<file path="src/sv/pfc_pkg.sv">
`timescale 1ns / 1ps
// ----------------------------------------------------------------------------
// pfc_pkg
// Shared codes, field widths and the result record of the packet FIFO.
// ----------------------------------------------------------------------------
package pfc_pkg;

	localparam int DATA_W = 8;
	localparam int REQ_W  = 2;
	localparam int OFF_W  = 9;
	localparam int ST_W   = 2;
	localparam int CNT_W  = 2;

	localparam logic [REQ_W-1:0] REQ_WRITE   = 2'd0;
	localparam logic [REQ_W-1:0] REQ_COMMIT  = 2'd1;
	localparam logic [REQ_W-1:0] REQ_DISCARD = 2'd2;
	localparam logic [REQ_W-1:0] REQ_READ    = 2'd3;

	localparam logic [ST_W-1:0] ST_OK           = 2'd0;
	localparam logic [ST_W-1:0] ST_NO_PACKET    = 2'd1;
	localparam logic [ST_W-1:0] ST_EMPTY_COMMIT = 2'd2;
	localparam logic [ST_W-1:0] ST_OVERFLOW     = 2'd3;

	typedef struct packed {
		logic              byte_valid;
		logic              last_of_packet;
		logic [OFF_W-1:0]  bytes_delivered;
		logic [ST_W-1:0]   status;
		logic [CNT_W-1:0]  packets_stored;
	} pfc_result_t;

endpackage

</file>
<file path="src/sv/pfc_byte_ram.sv">
`timescale 1ns / 1ps
// ----------------------------------------------------------------------------
// pfc_byte_ram
// Circular byte store: one write port, one read port with registered data.
// ----------------------------------------------------------------------------
module pfc_byte_ram #(
	parameter int BYTE_DEPTH = 256,
	localparam int ADDR_W = $clog2(BYTE_DEPTH)
) (
	input  logic                      clk,
	input  logic                      we,
	input  logic [ADDR_W-1:0]         waddr,
	input  logic [pfc_pkg::DATA_W-1:0] wdata,
	input  logic                      re,
	input  logic [ADDR_W-1:0]         raddr,
	output logic [pfc_pkg::DATA_W-1:0] rdata
);
	import pfc_pkg::*;

	logic [DATA_W-1:0] mem [BYTE_DEPTH];

	always_ff @(posedge clk) begin
		if (we) begin
			mem[waddr] <= wdata;
		end
		if (re) begin
			rdata <= mem[raddr];
		end
	end

endmodule

</file>
<file path="src/sv/pfc_core.sv">
`timescale 1ns / 1ps
// ----------------------------------------------------------------------------
// pfc_core
// Packet bookkeeping: start ring, open packet, read offset and request decode.
// ----------------------------------------------------------------------------
module pfc_core #(
	parameter int BYTE_DEPTH = 256,
	parameter int PACKET_SLOTS = 4,
	localparam int ADDR_W = $clog2(BYTE_DEPTH)
) (
	input  logic                       clk,
	input  logic                       arst_n,
	input  logic                       item_valid,
	input  logic [pfc_pkg::REQ_W-1:0]  req_type,
	input  logic [pfc_pkg::DATA_W-1:0] data_byte,
	input  logic [pfc_pkg::DATA_W-1:0] max_len,
	output pfc_pkg::pfc_result_t       result,
	output logic                       mem_we,
	output logic [ADDR_W-1:0]          mem_waddr,
	output logic [pfc_pkg::DATA_W-1:0] mem_wdata,
	output logic                       mem_re,
	output logic [ADDR_W-1:0]          mem_raddr
);
	import pfc_pkg::*;

	localparam int LEN_W = $clog2(BYTE_DEPTH + 1);
	localparam int SLOT_W = $clog2(PACKET_SLOTS);
	localparam int CMP_W = (LEN_W > OFF_W) ? LEN_W : OFF_W;

	logic [ADDR_W-1:0] starts_q [PACKET_SLOTS];
	logic [ADDR_W-1:0] open_start_q, head_start_q;
	logic [SLOT_W-1:0] wr_slot_q, rd_slot_q;
	logic [LEN_W-1:0]  open_len_q;
	logic [OFF_W-1:0]  rd_off_q;

	logic [ADDR_W-1:0] open_start_d, head_start_d, head_end, wr_pos;
	logic [SLOT_W-1:0] wr_slot_d, rd_slot_d;
	logic [LEN_W-1:0]  open_len_d, stored_len, space, head_size;
	logic [OFF_W-1:0]  rd_off_d, off_inc;
	logic [CMP_W-1:0]  limit;
	logic [SLOT_W:0]   pkt_cnt;
	logic              nonempty, commit;

	function automatic logic [SLOT_W-1:0] slot_next(input logic [SLOT_W-1:0] s);
		return (s == SLOT_W'(PACKET_SLOTS - 1)) ? '0 : s + 1'b1;
	endfunction

	function automatic logic [ADDR_W-1:0] wrap_add(input logic [ADDR_W-1:0] a,
			input logic [CMP_W-1:0] b);
		logic [CMP_W:0] sum;
		sum = (CMP_W+1)'(a) + (CMP_W+1)'(b);
		if (sum >= (CMP_W+1)'(BYTE_DEPTH)) begin
			sum = sum - (CMP_W+1)'(BYTE_DEPTH);
		end
		return sum[ADDR_W-1:0];
	endfunction

	// distance between two positions, equal positions meaning a whole store
	function automatic logic [LEN_W-1:0] pkt_len(input logic [ADDR_W-1:0] from,
			input logic [ADDR_W-1:0] to);
		logic [LEN_W-1:0] d;
		if (to > from) begin
			d = LEN_W'(to) - LEN_W'(from);
		end else begin
			d = LEN_W'(to) + LEN_W'(BYTE_DEPTH) - LEN_W'(from);
		end
		return d;
	endfunction

	always_comb begin
		nonempty = (rd_slot_q != wr_slot_q);
		stored_len = nonempty ? pkt_len(head_start_q, open_start_q) : '0;
		space = LEN_W'(BYTE_DEPTH) - stored_len;
		head_end = starts_q[slot_next(rd_slot_q)];
		head_size = pkt_len(head_start_q, head_end);
		limit = (CMP_W'(head_size) < CMP_W'(max_len)) ? CMP_W'(head_size) : CMP_W'(max_len);
		wr_pos = wrap_add(open_start_q, CMP_W'(open_len_q));
		off_inc = rd_off_q + 1'b1;

		open_start_d = open_start_q;
		head_start_d = head_start_q;
		wr_slot_d = wr_slot_q;
		rd_slot_d = rd_slot_q;
		open_len_d = open_len_q;
		rd_off_d = rd_off_q;
		commit = 1'b0;
		mem_we = 1'b0;
		mem_re = 1'b0;
		mem_waddr = wr_pos;
		mem_wdata = data_byte;
		mem_raddr = wrap_add(head_start_q, CMP_W'(rd_off_q));
		result = '0;

		unique case (req_type)
			REQ_WRITE: begin
				if (open_len_q >= space) begin
					result.status = ST_OVERFLOW;
				end else begin
					mem_we = item_valid;
					open_len_d = open_len_q + 1'b1;
				end
			end
			REQ_COMMIT: begin
				if (open_len_q == '0) begin
					result.status = ST_EMPTY_COMMIT;
				end else if (slot_next(wr_slot_q) == rd_slot_q) begin
					result.status = ST_OVERFLOW;
				end else begin
					commit = 1'b1;
					wr_slot_d = slot_next(wr_slot_q);
					open_start_d = wr_pos;
					open_len_d = '0;
				end
			end
			REQ_DISCARD: begin
				open_len_d = '0;
			end
			REQ_READ: begin
				if (!nonempty) begin
					result.status = ST_NO_PACKET;
				end else begin
					result.bytes_delivered = rd_off_q;
					if (CMP_W'(rd_off_q) < limit) begin
						mem_re = item_valid;
						result.byte_valid = 1'b1;
						result.bytes_delivered = off_inc;
						rd_off_d = off_inc;
					end
					if (CMP_W'(rd_off_d) >= limit) begin
						result.last_of_packet = 1'b1;
						rd_slot_d = slot_next(rd_slot_q);
						head_start_d = head_end;
						rd_off_d = '0;
					end
				end
			end
			default: begin
				result.status = ST_OK;
			end
		endcase

		if (wr_slot_d >= rd_slot_d) begin
			pkt_cnt = (SLOT_W+1)'(wr_slot_d) - (SLOT_W+1)'(rd_slot_d);
		end else begin
			pkt_cnt = (SLOT_W+1)'(wr_slot_d) + (SLOT_W+1)'(PACKET_SLOTS)
				- (SLOT_W+1)'(rd_slot_d);
		end
		result.packets_stored = pkt_cnt[CNT_W-1:0];
	end

	always_ff @(posedge clk or negedge arst_n) begin
		if (!arst_n) begin
			for (int i = 0; i < PACKET_SLOTS; i++) begin
				starts_q[i] <= '0;
			end
			open_start_q <= '0;
			head_start_q <= '0;
			wr_slot_q <= '0;
			rd_slot_q <= '0;
			open_len_q <= '0;
			rd_off_q <= '0;
		end else if (item_valid) begin
			if (commit) begin
				starts_q[wr_slot_d] <= wr_pos;
			end
			open_start_q <= open_start_d;
			head_start_q <= head_start_d;
			wr_slot_q <= wr_slot_d;
			rd_slot_q <= rd_slot_d;
			open_len_q <= open_len_d;
			rd_off_q <= rd_off_d;
		end
	end

endmodule

</file>
<file path="src/sv/packet_fifo_with_commit.sv">
`timescale 1ns / 1ps
// ----------------------------------------------------------------------------
// packet_fifo_with_commit
// Packet FIFO over a circular byte store with commit, discard and capped read.
// ----------------------------------------------------------------------------
// Usage:
//   A request (req_type, data_byte, max_len) is taken at a rising edge with
//   start high and busy low. busy stays low, so one request per cycle.
//   Write appends a byte to the open packet, commit closes it, discard drops
//   it, read gives one byte of the oldest stored packet, cut at max_len.
//   Every request gives one item on the result ports, marked by done for one
//   cycle, after the input register and then the result register with the
//   byte store read port. Throughput is one item per cycle; the request
//   logic and the store ports set that figure.
//   The receiver cannot hold results off; done is a pure strobe.
//   Reset empties the ring and the open packet and drops in-flight requests.
//   The byte store is not cleared; only written bytes are ever read.
// ----------------------------------------------------------------------------
module packet_fifo_with_commit #(
	parameter int BYTE_DEPTH = 256,
	parameter int PACKET_SLOTS = 4
) (
	input  logic                       clk,
	input  logic                       arst_n,
	input  logic                       start,
	output logic                       busy,
	input  logic [pfc_pkg::REQ_W-1:0]  req_type,
	input  logic [pfc_pkg::DATA_W-1:0] data_byte,
	input  logic [pfc_pkg::DATA_W-1:0] max_len,
	output logic                       done,
	output logic [pfc_pkg::DATA_W-1:0] read_byte,
	output logic                       byte_valid,
	output logic                       last_of_packet,
	output logic [pfc_pkg::OFF_W-1:0]  bytes_delivered,
	output logic [pfc_pkg::ST_W-1:0]   status,
	output logic [pfc_pkg::CNT_W-1:0]  packets_stored
);
	import pfc_pkg::*;

	localparam int ADDR_W = $clog2(BYTE_DEPTH);

	logic              item_s1, item_s2;
	logic [REQ_W-1:0]  req_type_s1;
	logic [DATA_W-1:0] data_byte_s1, max_len_s1;
	pfc_result_t       result, result_s2;
	logic              mem_we, mem_re;
	logic [ADDR_W-1:0] mem_waddr, mem_raddr;
	logic [DATA_W-1:0] mem_wdata, mem_rdata;

	assign busy = 1'b0;

	always_ff @(posedge clk or negedge arst_n) begin
		if (!arst_n) begin
			item_s1 <= 1'b0;
			item_s2 <= 1'b0;
		end else begin
			item_s1 <= start && !busy;
			item_s2 <= item_s1;
		end
	end

	always_ff @(posedge clk) begin
		if (start && !busy) begin
			req_type_s1 <= req_type;
			data_byte_s1 <= data_byte;
			max_len_s1 <= max_len;
		end
		if (item_s1) begin
			result_s2 <= result;
		end
	end

	pfc_core #(
		.BYTE_DEPTH(BYTE_DEPTH),
		.PACKET_SLOTS(PACKET_SLOTS)
	) u_core (
		.clk(clk),
		.arst_n(arst_n),
		.item_valid(item_s1),
		.req_type(req_type_s1),
		.data_byte(data_byte_s1),
		.max_len(max_len_s1),
		.result(result),
		.mem_we(mem_we),
		.mem_waddr(mem_waddr),
		.mem_wdata(mem_wdata),
		.mem_re(mem_re),
		.mem_raddr(mem_raddr)
	);

	pfc_byte_ram #(
		.BYTE_DEPTH(BYTE_DEPTH)
	) u_ram (
		.clk(clk),
		.we(mem_we),
		.waddr(mem_waddr),
		.wdata(mem_wdata),
		.re(mem_re),
		.raddr(mem_raddr),
		.rdata(mem_rdata)
	);

	assign done = item_s2;
	assign read_byte = result_s2.byte_valid ? mem_rdata : '0;
	assign byte_valid = result_s2.byte_valid;
	assign last_of_packet = result_s2.last_of_packet;
	assign bytes_delivered = result_s2.bytes_delivered;
	assign status = result_s2.status;
	assign packets_stored = result_s2.packets_stored;

endmodule

</file>
<file path="config.mk">
export PLATFORM = sky130hd
export DESIGN_NAME = packet_fifo_with_commit
export DESIGN_NICKNAME = d
export VERILOG_FILES = /design/src/sv/pfc_pkg.sv /design/src/sv/pfc_byte_ram.sv /design/src/sv/pfc_core.sv /design/src/sv/packet_fifo_with_commit.sv
export SDC_FILE = /design/constraint.sdc
export NUM_CORES = 2
export LEC_CHECK = 0
export BUFFER_PORTS_ARGS = -buffer_cell sky130_fd_sc_hd__buf_2
export CORE_ASPECT_RATIO = 1.25
export CORE_MARGIN = 3
export CORE_UTILIZATION = 55
export DETAILED_ROUTE_END_ITERATION = 8
export HOLD_SLACK_MARGIN = 0.1
export PLACE_DENSITY = 0.71
export SLEW_MARGIN = 5
export SYNTH_ARGS = -nofsm -noshare
export SYNTH_HDL_FRONTEND = slang
export SYNTH_SLANG_ARGS = --single-unit
</file>
<file path="constraint.sdc">
create_clock -name clk -period 15.4 [get_ports clk]
set_clock_uncertainty 0.05 [all_clocks]
set_input_delay 2.31 -clock clk [delete_from_list [all_inputs] [get_ports clk]]
set_output_delay 2.31 -clock clk [all_outputs]
set_load 0.03 [all_outputs]
</file>
==> out/results.txt <==
DRT iter0 DRCs: 4892
Internal power: 13.7 mW
Most frequent cells in the layout: edfxtp_1 (2089), mux4_2 (680), nor2_1 (305)
Wire length per cell: 30.7 um
Clock root cell: clkbuf_16
Synthesized instance count: 3930
Global-route wire length before repair: 283000 um
Power per standard cell area: 222 mW/mm^2
# Post-CTS Setup Buffers: 0
Total Nets Final: 4129
Switching Fraction: 35.3%
Post-synth EDFFs: 2089
Tmin final: 10.20 ns
Least-Margin Pin Slew: 1.26 ns
Synth Register Bits: 2161
Final WL: 192000 um
Hold crit path type: register to register
Vias post-DR: 40000
Post-route cell area: 0.0949 mm^2
Commonest non-fill, non-tap cell in the layout: edfxtp_1
Register area share after synthesis: 75.0%
RSZ-0062 raised after global routing: false
DR vias/cell: 6.43
Area of the mapped netlist: 0.0861 mm^2
Pin count of the biggest net entering global routing: 256
Clk sink count: 2161
Kind of critical path: register to register
Layout area overhead: 10.2%
Setup Viol. Count Final: 0
Clk Latency, worst-skew pair: 0.84 ns
Hold buffers post-CTS: 0
Post-Route Setup TNS: 0 ns
Netlist cell types: 69
FMAX: 98.0 MHz
Fraction of registers with async set/reset: 3.33%
Total GRT Usage: 24.2%
CP Launch Type: register
Share of the synthesized area in the top cell type: 72.9%
Max_slew headroom: 15.9%
Routability congestion estimate from global placement: 0.839
Leak Pwr: 29.9 nW
Max stage delay cell, worst path: a221oi_1
Initial antenna violation count: 5
Switch Pwr: 7.44 mW
M1 WL: 74000 um
Total gr overflow: 0
DRT antenna net count: 0
IO Pins: 46
Post-DP HPWL: 110000 um
Crit-path max FO: 16
TritonRoute pass-1 iters: 5
Status: complete, no violations
Die area: 0.161 mm^2
Reg clk slew, reported paths: 0.07 ns
CTS tree: built
CP Data Arrival Time: 10.74 ns
Final hold vios: 0
WL met3: 14200 um
Most frequent CP cell: ha_1
Initial Util: 55.6%
Ys Warns: 0
Max_cap viols: 0
Clock Path Buffers: 3
VDD IR max: 0.310 mV
# H-tree levels: 4
DIE WIDTH: 360 um
Buf/Inv on CP: 3
Reg power frac: 31.9%
Main synth FF type: edfxtp_1
DRC Markers: 0
Comb pwr share: 45.6%
Largest stage delay on the critical path: 0.69 ns
Num rows: 161
Placed cell area: 0.0887 mm^2
Post-Syn Area per Cell: 21.9 um^2
Met2 WL: 97900 um
Tcrit/Tclk final: 66.3%
Core area: 0.155 mm^2
Cell family with the largest share of critical-path delay: compound AO/OA/AOI/OAI gates
Cell taking the most area after synthesis: edfxtp_1
Utilization after layout: 61.3%
Top Layer Used: met5
Port Buffers: 44
Final max-slew violation count: 0
Share of post-route cells with drive strength above 1: 26.6%
Die Ht: 448 um
Power share of the clock group: 22.5%
TritonCTS buffer count: 192
Vias in the first global route: 40300
Post_cts resized: 0
WP data required: 15.93 ns
Top cells by area, synth: edfxtp_1 (73%), mux4_2 (18%), dfrtp_1 (2.1%)
CP Capture Type: register
-- metal layers --
metal | global-route usage, % | vias to the layer above
met3 | 4.03 | 285
li1 | - | 16600
met5 | 0 | -
met4 | 7.34 | 2
met2 | 40.0 | 1688
met1 | 33.7 | 21500
-- logic make-up after synthesis --
family | Yosys count | share of synthesized area (%)
fa+ha+maj | 78 | 1.17
simple gates | 505 | 2.59
flops | 2161 | 75.0
other cells | 2 | 0.00873
buf+inv | 251 | 1.22
xor+xnor | 44 | 0.448
mux | 712 | 18.2
compound gates | 177 | 1.38
-- layout make-up --
class,count,area (um^2)
Multi-Input combinational cell,1519,20600
Tap cell,2037,2550
Clock buffer,232,5050
Inverter,51,191
Clock inverter,123,1160
Fill cell,10500,59800
Timing Repair Buffer,106,813
Sequential cell,2161,64500
Antenna cell,3,7.51
-- synth_stat cells (7+ instances only) --
library cell	count
a211oi_1	12
clkbuf_1	109
buf_2	58
ha_1	73
mux4_2	680
nand2b_1	7
buf_1	23
a21o_1	27
o21ai_1	7
a22o_1	8
a21oi_1	46
mux2_2	13
and2_1	12
dfrtp_1	72
nand2_1	87
mux2i_1	15
nor4_1	8
buf_4	10
o21bai_1	9
nor2_1	305
nand3_1	13
xor2_1	11
nor2b_1	27
o21ai_0	35
inv_1	50
edfxtp_1	2089
xnor2_1	33
nand4_1	9
-- path summary, 6_finish.rpt --
kind                                     start                   end  slack, ns  cells past startpoint
max                        u_core.rd_slot_q[0]     packets_stored[1]       5.20                     38
min                         u_core.starts_q[4]    u_core.starts_q[4]       0.43                      2
max reg2reg                u_core.rd_slot_q[0]     packets_stored[1]       5.20                     38
min reg2reg                 u_core.starts_q[4]    u_core.starts_q[4]       0.43                      2
max in group asynchronous               arst_n    u_core.rd_off_q[4]      13.05                      1
min in group asynchronous               arst_n  u_core.open_len_q[1]       1.56                      1
-- registers in the layout (all words and copies together), names as in the netlist --
register             flops
u_ram.mem             2048
u_core.starts_q         32
bytes_delivered          9
u_core.open_len_q        9
u_core.rd_off_q          9
data_byte_s1             8
max_len_s1               8
u_core.head_start_q      8
u_core.open_start_q      8
u_ram.rdata              8
packets_stored           2
req_type_s1              2
status                   2
u_core.rd_slot_q         2
u_core.wr_slot_q         2
byte_valid               1
done                     1
item_s1                  1
last_of_packet           1
-- tightest hold or removal path, cell delays in order (launching register included) --
cell,delay [ns]
dfrtp_1,0.34
nand2_1,0.04
o21ai_0,0.06
-- power by group through the flow --
stage	Sequential, mW	Combinational (mW)	Clock (mW)
floorplan	6.92	6.50	0
global placement	6.85	9.66	0
detailed placement	6.86	9.71	0
CTS	6.73	9.75	4.82
global route	6.74	10.1	5.04
finish	6.73	9.61	4.75
-- metrics by stage --
step	cells	worst slack, ns	total power [mW]	hold slack (ns)
after floorplan	3931	5.83	13.4	0.395
after global placement	5874	5.43	16.5	0.407
after detailed placement	5874	5.26	16.6	0.420
after CTS	6229	5.22	21.3	0.434
after global routing	6229	4.50	21.8	0.460
final	6232	5.20	21.1	0.434
(Power assumes the default switching activity.)
